<file path="config.mk">
export PLATFORM = sky130hd
export DESIGN_NAME = scr_queue
export DESIGN_NICKNAME = d
export VERILOG_FILES = /design/src/rtl/scr_pkg.sv /design/src/rtl/scr_queue.sv
export SDC_FILE = /design/constraint.sdc
export NUM_CORES = 1
export LEC_CHECK = 0
export ABC_AREA = 1
export BUFFER_PORTS_ARGS = -buffer_cell sky130_fd_sc_hd__buf_2
export CORE_ASPECT_RATIO = 1.1
export CORE_MARGIN = 10
export CORE_UTILIZATION = 45
export DETAILED_ROUTE_END_ITERATION = 8
export GPL_TIMING_DRIVEN = 0
export PLACE_DENSITY_LB_ADDON = 0.08
export SETUP_SLACK_MARGIN = 0.2
export SLEW_MARGIN = 20
export SYNTH_ARGS = -nofsm -noshare
export SYNTH_HDL_FRONTEND = slang
export SYNTH_SLANG_ARGS = --single-unit
</file>
<file path="constraint.sdc">
create_clock -name clk -period 8.8 [get_ports clk]
set_input_delay 0.44 -clock clk [delete_from_list [all_inputs] [get_ports clk]]
set_output_delay 0.44 -clock clk [all_outputs]
set_load 0.02 [all_outputs]
</file>
<file path="src/rtl/scr_pkg.sv">
// Shared widths, constants and the classified request record for the segment collision block.
package scr_pkg;

  localparam int CRD_W   = 24;            // input coordinate, Q15.8
  localparam int DIF_W   = CRD_W + 1;     // difference of two points
  localparam int PRD_W   = 2 * DIF_W;     // product of two differences
  localparam int SUM_W   = PRD_W + 1;     // sum of two products
  localparam int NUM_W   = SUM_W + 1;     // distance numerator
  localparam int LEN_W   = 25;            // root of a squared length
  localparam int SQ_W    = 2 * LEN_W;     // squared length
  localparam int MAG_W   = DIF_W;         // magnitude of a direction component
  localparam int UNIT_SHIFT = 14;         // Q1.14 scale
  localparam int UQ_W    = UNIT_SHIFT + 1;
  localparam int UDV_W   = MAG_W + UNIT_SHIFT;
  localparam int DQ_W    = 25;            // distance quotient bits
  localparam int TOL_W   = 16;
  localparam int PUSH_W  = 16;
  localparam int DIST_W  = 25;
  localparam logic [DIST_W-1:0] DIST_MAX = '1;

  localparam int QDEPTH  = 4;
  localparam int QPTR_W  = 2;
  localparam int QCNT_W  = 3;

  // Classified request handed from the front part to the back part
  typedef struct packed {
    logic               collide;
    logic               xneg;
    logic               yneg;
    logic [MAG_W-1:0]   xmag;
    logic [MAG_W-1:0]   ymag;
    logic [SQ_W-1:0]    sq;
    logic [NUM_W-1:0]   num;
  } scr_item_t;

endpackage

</file>
<file path="src/rtl/scr_queue.sv">
// Short queue between the front and back parts.
module scr_queue import scr_pkg::*; (
  input  logic      clk,
  input  logic      rst,
  input  logic      push_valid,
  input  scr_item_t push_item,
  output logic      push_ready,
  output logic      pop_valid,
  output scr_item_t pop_item,
  input  logic      pop_ready
);

  scr_item_t          mem [QDEPTH];
  logic [QPTR_W-1:0]  wr_ptr, rd_ptr;
  logic [QCNT_W-1:0]  count;
  logic               do_push, do_pop;

  assign push_ready = (count != QCNT_W'(QDEPTH));
  assign pop_valid  = (count != '0);
  assign pop_item   = mem[rd_ptr];
  assign do_push    = push_valid && push_ready;
  assign do_pop     = pop_valid && pop_ready;

  // store entries
  always_ff @(posedge clk) begin
    if (do_push) begin
      mem[wr_ptr] <= push_item;
    end
  end

  // advance pointers and count
  always_ff @(posedge clk) begin
    if (rst) begin
      wr_ptr <= '0;
      rd_ptr <= '0;
      count  <= '0;
    end else begin
      if (do_push) begin
        wr_ptr <= wr_ptr + 1'b1;
      end
      if (do_pop) begin
        rd_ptr <= rd_ptr + 1'b1;
      end
      case ({do_push, do_pop})
        2'b10:   count <= count + 1'b1;
        2'b01:   count <= count - 1'b1;
        default: count <= count;
      endcase
    end
  end

endmodule

</file>
==> results of run 1 <==
==> cells by family (layout without fill, tap and decap cells) <==
family / Yosys count / count (layout)
AO/OA/AOI/OAI: 472 / 472
flip-flops: 629 / 629
adder cells (fa/ha/maj): 6 / 6
other: 0 / 7
buffers and inverters: 120 / 577
AND/OR/NAND/NOR: 340 / 340
==> power by group through the flow <==
stage | Sequential [W] | Combinational [W] | Clock (W)
5_1_grt | 0.00362 | 0.00255 | 0.00280
4_1_cts | 0.00361 | 0.00241 | 0.00269
3_3_place_gp | 0.00379 | 0.00229 | 0
6_report | 0.00361 | 0.00236 | 0.00262
3_5_place_dp | 0.00367 | 0.00240 | 0
2_1_floorplan | 0.00372 | 0.00134 | 0
==> registers in the layout, summed over array words and instances (netlist names), named ones only <==
signal	cells
wr_ptr	2
mem	620
rd_ptr	2
count	3
==> synth_stat cells <==
| cell | n | area share, % |
|---|---|---|
| clkbuf_2 | 10 | 0.21 |
| fa_1 | 1 | 0.086 |
| nand3_1 | 5 | 0.11 |
| ha_1 | 5 | 0.27 |
| buf_4 | 6 | 0.19 |
| inv_1 | 17 | 0.27 |
| nand2_1 | 15 | 0.24 |
| o22ai_1 | 155 | 4.2 |
| inv_4 | 1 | 0.027 |
| buf_2 | 32 | 0.69 |
| a21oi_1 | 5 | 0.11 |
| edfxtp_1 | 620 | 80 |
| dfxtp_1 | 9 | 0.77 |
| o21ai_0 | 165 | 3.5 |
| clkbuf_1 | 41 | 0.66 |
| o21ai_1 | 147 | 3.2 |
| buf_6 | 13 | 0.63 |
| nor2_1 | 320 | 5.1 |
==> final cells by class <==
cell class                      count  area, um^2  area share (%)
Tap cell                          667         835            2.92
Sequential cell                   629       18800            65.7
Inverter                           18        70.1           0.245
Timing Repair Buffer              348        2360            8.27
Clock inverter                     21         208           0.726
Buffer                            102         556            1.94
Multi-Input combinational cell    818        3950            13.8
Clock buffer                       88        1800            6.29
Antenna cell                        7        17.5          0.0613
==> worst paths after layout <==
check,to,cells past startpoint,slack (ns),from
worst min-delay path,wr_ptr[1]$_SDFFE_PP0P_,2,0.06,rst
worst max-delay path,pop_item[81],6,5.80,flip-flop
worst max register to register,mem[0][53]$_DFFE_PP_,8,6.08,count[1]$_SDFFE_PP0P_
worst min register to register,wr_ptr[1]$_SDFFE_PP0P_,2,0.50,wr_ptr[1]$_SDFFE_PP0P_
==> per-layer routing <==
layer | up-vias | wire, um
met5 | - | 170
met4 | 26 | 1370
met3 | 103 | 5060
met2 | 465 | 30800
met1 | 7376 | 25900
li1 | 6785 | -
==> metrics by stage <==
| step | instances | utilization, % | TNS, ns |
|---|---|---|---|
| floorplan | 1567 | - | 0 |
| global placement | 2549 | 50.2 | -2930.00 |
| detailed placement | 2582 | 51.8 | 0 |
| CTS | 2691 | 55.7 | 0 |
| global route | 2696 | 55.8 | 0 |
| finish | 2698 | 55.8 | 0 |
==> results.md, run 1 <==
* # resized after CTS at 0
* Post-CTS Setup Inserts at 0
* Mapped Area at about 23000 um^2
* Reg power frac at between 40% and 50%
* Hold_buf cts at 0
* Max Cap Violations at 0
* Syn Inst Count at 1567
* Clock Latency Late Sink at 0.59 ns
* Least-Margin Pin Slew at around 0.74 ns
* Gr usage total at between 15 and 20%
* Met2 global-route usage at 32.0%
* Die X at 237 um
* Placed cell areas at 26600 um^2
* Worst-path cell chain: buf_4 > buf_4 > buf_2 > nor2_1 > o22ai_1 > buf_2
* Global routing's busiest layer: met2
* Compound-Gate Fraction of Synth Area at between 10% and 20%
* Post-synthesis sequential area ratio at roughly four fifths
* I/O pin cnt at roughly 320
* Vias in the first global route at approximately 14000
* Final Setup Violations at 0
* Tmin final at roughly 3 ns
* First-pass DRT Iterations at 5
* Simple-gate share of the synthesized area at 5.49%
* Total power at roughly 0.0086 W
* Initial antenna violation count at 23
* Final worst slack at roughly 5.8 ns
* Vias at 14800
* Netlist cell types at 18
* Largest net degree at the start of global routing at 23
* Syn nets at approximately 1700
* RSZ-0062 raised after global routing: no
* Sink Count at 629
* Met1 usage at 25.1%
* Global-route wire length before repair at between 90000 and 100000 um
* Filler cell count at 4159
* Final period util at between 30 and 40%
* Max FO, Critical Path at 10
* Clock power frac at a little under a third
* Peak Freq at 333 MHz
* Synth Area per Inst at approximately 15 um^2
* Largest family of logic cells by synthesized area: compound AO/OA/AOI/OAI gates
* # rows at 87
* Peak supply drop at 188 uV
* CP required at ~8.4 ns
* #FFs+latches synth at between 600 and 700
* Startpoint types: flip-flop
* Comb pwr share at 27.5%
* Most frequent cells in the layout: edfxtp_1 (620), buf_2 (347), nor2_1 (316)
* Detail Route Antenna Nets at 0
* Drt wl/cell at between 20 and 25 um
* M3 GR Usage at between 6 and 7%
* Clock transition at path regs at around 0.06 ns
* Final Cell Area at between 20000 and 30000 um^2
* Clk_skew at approximately 0.016 ns
* Starting Density at around 46%
* Max incr delay on CP at approximately 0.46 ns
* YS warnings at 0
* Adder-Cell Fraction of Synth Area at 0.354%
* Clk root buf: clkbuf_16
* Power Density at ~300 nW/um^2
* Critical path's slowest cell: dfxtp_1
* Arrival time worst endpoint at 2.56 ns
* Port Buffers at approximately 320
* Most common cell after layout, fill and taps aside: edfxtp_1
* Vias/cell at 5.47
* CTS tree: built
* Internal power at ~0.0058 W
* GPL Wtd Cong at around 0.74
* Crit path kind: reg -> out
* Final Max Slew Viols at 0
* Xor-xnor portion of the synthesized cell area at 0%
* DR DRC count at 0
* Total gr overflow at 0
* DIE HEIGHT at 259 um
* Status: completed
* Switching Fraction at between 30% and 40%
* CTS H-Tree Depth at 3
* Mux share of post-synthesis cell area at 0%
* Leak Pwr at around 10 nW
* Critical Path End Type: output port
* CP bufs+invs at 4
* CTS Buffer Depth at 3
* Post-DP HPWL at about 42000 um
* Drt total wl at ~63000 um
* Switch Pwr at about 0.0028 W
* Number of buffers created by CTS at 66
* Worst min path class: in -> reg
* Fin nets at between 2000 and 2500
* Iter 0 DRT Violations at between 1000 and 1500
* Critical path's top delay family: buffers and inverters
* Min Hold Slack at around 0.059 ns
* Die area at 61400 um^2
* Fin. Hold Viols at 0
* Total core area at approximately 51000 um^2
* Area Overhead vs Synth at 22.5%
* Max_slew headroom at about half
* Place WS at between 6 and 7 ns
* Layout cells sized above 1 at between 20% and 30%
Note: power is estimated with default switching activity, not from simulation.
==> run 2, diff against run 1 <==
Clock period 8.8 ns to 2.95 ns, I/O delays scaled along.
==> run 2 against run 1 <==
Against the previous run: flip-flop and latch count stayed put; via count up 2.8%; combinational power grew to 3.0 times the previous value; non-clock buffer count rose by 159; global-route usage increased by 0.38 points; total power grew to 3.0 times the previous value; count of clock-buffer cells in the layout did not move; cell area grew 5.6%; hold slack better by 0.26 ns; sequential share of layout area shrank 3.5 points; worst setup slack got worse by 5.5 ns; critical path depth decreased by 1.
==> results.md, run 2 (synthesized netlist as in run 1, its figures left out) <==
* Status: completed
* Final worst slack at ~0.28 ns
* Fin nets at ~2300
* Reg power frac at around two fifths
* Critical Path End Type: output port
* Comb pwr share at 28.0%
* Fin. Hold Viols at 0
* WP depth at 5
* Leak Pwr at 10.7 nW
* Initial antenna violation count at 9
* Min-delay src: push_item[18]
* Peak supply drop at 585 uV
* CP Capture Point: pop_item[40]
* Layout cells sized above 1 at around 23%
* Max Cap Violations at 0
* Crit path kind: reg -> out
* Met2 global-route usage at 33.8%
* CTS H-Tree Depth at 3
* R2r setup slk at about 0.63 ns
* Most common cell after layout, fill and taps aside: edfxtp_1
* Worst min path class: in -> reg
* Clock power frac at a little under a third
* DR DRC count at 0
* Clock Latency Late Sink at 0.59 ns
* Worst R2R End: mem[1][49]$_DFFE_PP_
* Most frequent cells in the layout: edfxtp_1 (620), buf_2 (346), nor2_1 (315)
* Max incr delay on CP at about 0.43 ns
* Startpoint types: flip-flop
* Max reg flops at 620
* Drt total wl at ~63000 um
* Tmin final at 2.67 ns
* CTS tree: built
* Power Density at ~850 nW/um^2
* Place WS at between 0.6 and 0.7 ns
* Final Setup Violations at 0
* # rows at just under 90
* Clk_skew at ~0.017 ns
* Total core area at ~51000 um^2
* Gr usage total at between 20% and 30%
* Vias/cell at approximately 5.3
* Drt wl/cell at approximately 22 um
* FF-to-FF path depth at 8
* Most frequent cell on the critical path: buf_2
* FF-to-FF Start: count[1]$_SDFFE_PP0P_
* Starting Density at 45.5%
* Die area at 61400 um^2
* Die X at 237 um
* Final Max Slew Viols at 0
* Final period util at roughly nine tenths
* Global-route wire length before repair at 95200 um
* Reg with most FFs: mem
* Sink Count at between 600 and 700
* Area Overhead vs Synth at 29.3%
* Clock transition at path regs at ~0.06 ns
* Global routing's busiest layer: met2
* Critical path's top delay family: buffers and inverters
* First-pass DRT Iterations at 5
* Final std cells w/o fill at 2863
* Clk root buf: clkbuf_16
* Vias in the first global route at around 16000
* Arrival time worst endpoint at 2.52 ns
* Peak Freq at about 370 MHz
* RSZ-0062 raised after global routing: yes
* CP required at about 2.8 ns
* DIE HEIGHT at approximately 260 um
* Switching Fraction at roughly 33%
* Largest net degree at the start of global routing at 24
* Regs by FF count: mem (620), count (3)
* Worst-path cell chain: buf_2 > buf_1 > o21ai_0 > o22ai_1 > buf_2
* CTS Buffer Depth at 3
* Max_slew headroom at a little over half
* CP bufs+invs at 3
* I/O pin cnt at between 300 and 400
* Vias at 15200
* Number of buffers created by CTS at 66
* Iter 0 DRT Violations at 1158
* Placed Cells at about 2600
* Internal power at 0.0173 W
* Port Buffers at around 320
* Post-DP HPWL at between 40000 and 50000 um
* Least-Margin Pin Slew at between 0.6 and 0.7 ns
* Detail Route Antenna Nets at 0
* Switch Pwr at between 0.008 and 0.009 W
* M3 GR Usage at 5.06%
* Max FO, Critical Path at 10
* Critical path's slowest cell: buf_2
* Met1 usage at 25.6%
* GPL Wtd Cong at between 0.7 and 0.8
* Total gr overflow at 0
run 2: cell count changes in the layout (fill, tap and decap cells not counted), moves of 3 or more:
cell,before,now
buf_1,0,3
clkbuf_1,60,52
bufinv_16,4,1
clkinv_1,7,15
clkbuf_2,10,13
dlygate4sd3_1,0,159
run 2: worst min-delay path by stage:
stage | endpoint | slack (ns) | depth (start not counted)
floorplan | wr_ptr[0]$_SDFFE_PP0P_ | 0.22 | 1
global placement | mem[1][1]$_DFFE_PP_ | 0.36 | 1
detailed placement | mem[0][66]$_DFFE_PP_ | 0.36 | 1
CTS | mem[2][113]$_DFFE_PP_ | 0.27 | 2
global route | mem[2][17]$_DFFE_PP_ | 0.31 | 2
finish | mem[1][18]$_DFFE_PP_ | 0.32 | 2
run 2: repair_timing:
item                                    in CTS  in global routing
gates resized for setup                      0                 11
endpoints found under the setup margin       0                 30
endpoints found under the hold margin      629                  0
buffers inserted                             0                  0
hold buffers                               159                  0
run 2: metal layers:
| metal | up-vias | share of wire, % | wire length (um) |
|---|---|---|---|
| met1 | 7463 | 40 | 25600 |
| li1 | 7107 | - | - |
| met5 | - | 0.066 | 42 |
| met2 | 492 | 50 | 31500 |
| met3 | 92 | 7.5 | 4760 |
| met4 | 8 | 2.2 | 1370 |
run 2: cell type report:
type | instances | area (um^2)
diodes | 8 | 20.0
flip-flops and latches | 629 | 18800
inverters | 18 | 70.1
repair buffers | 507 | 3940
clock buffers | 88 | 1840
fillers | 4054 | 21100
multi-input cells | 818 | 3960
clock inverters | 26 | 148
plain buffers | 102 | 566
well taps | 667 | 835
run 2: power by group through the flow:
stage	Sequential, W	Combinational (W)	Clock (W)
floorplan	0.0110	0.00403	0
global placement	0.0110	0.00681	0
detailed placement	0.0109	0.00710	0
CTS	0.0108	0.00731	0.00785
global route	0.0108	0.00778	0.00822
finish	0.0108	0.00718	0.00768
run 2: metrics by stage:
step	hold WS, ns	setup TNS (ns)	utilization [%]	instance area, um^2	total power (W)
2_1_floorplan	0.217	-271.85	-	23400	0.0150
3_5_place_dp	0.363	0	51.8	26600	0.0180
5_1_grt	0.308	0	58.9	30200	0.0268
6_report	0.315	0	58.9	30200	0.0256
3_3_place_gp	0.361	-1423.27	50.3	25800	0.0179
4_1_cts	0.270	0	58.8	30200	0.0259
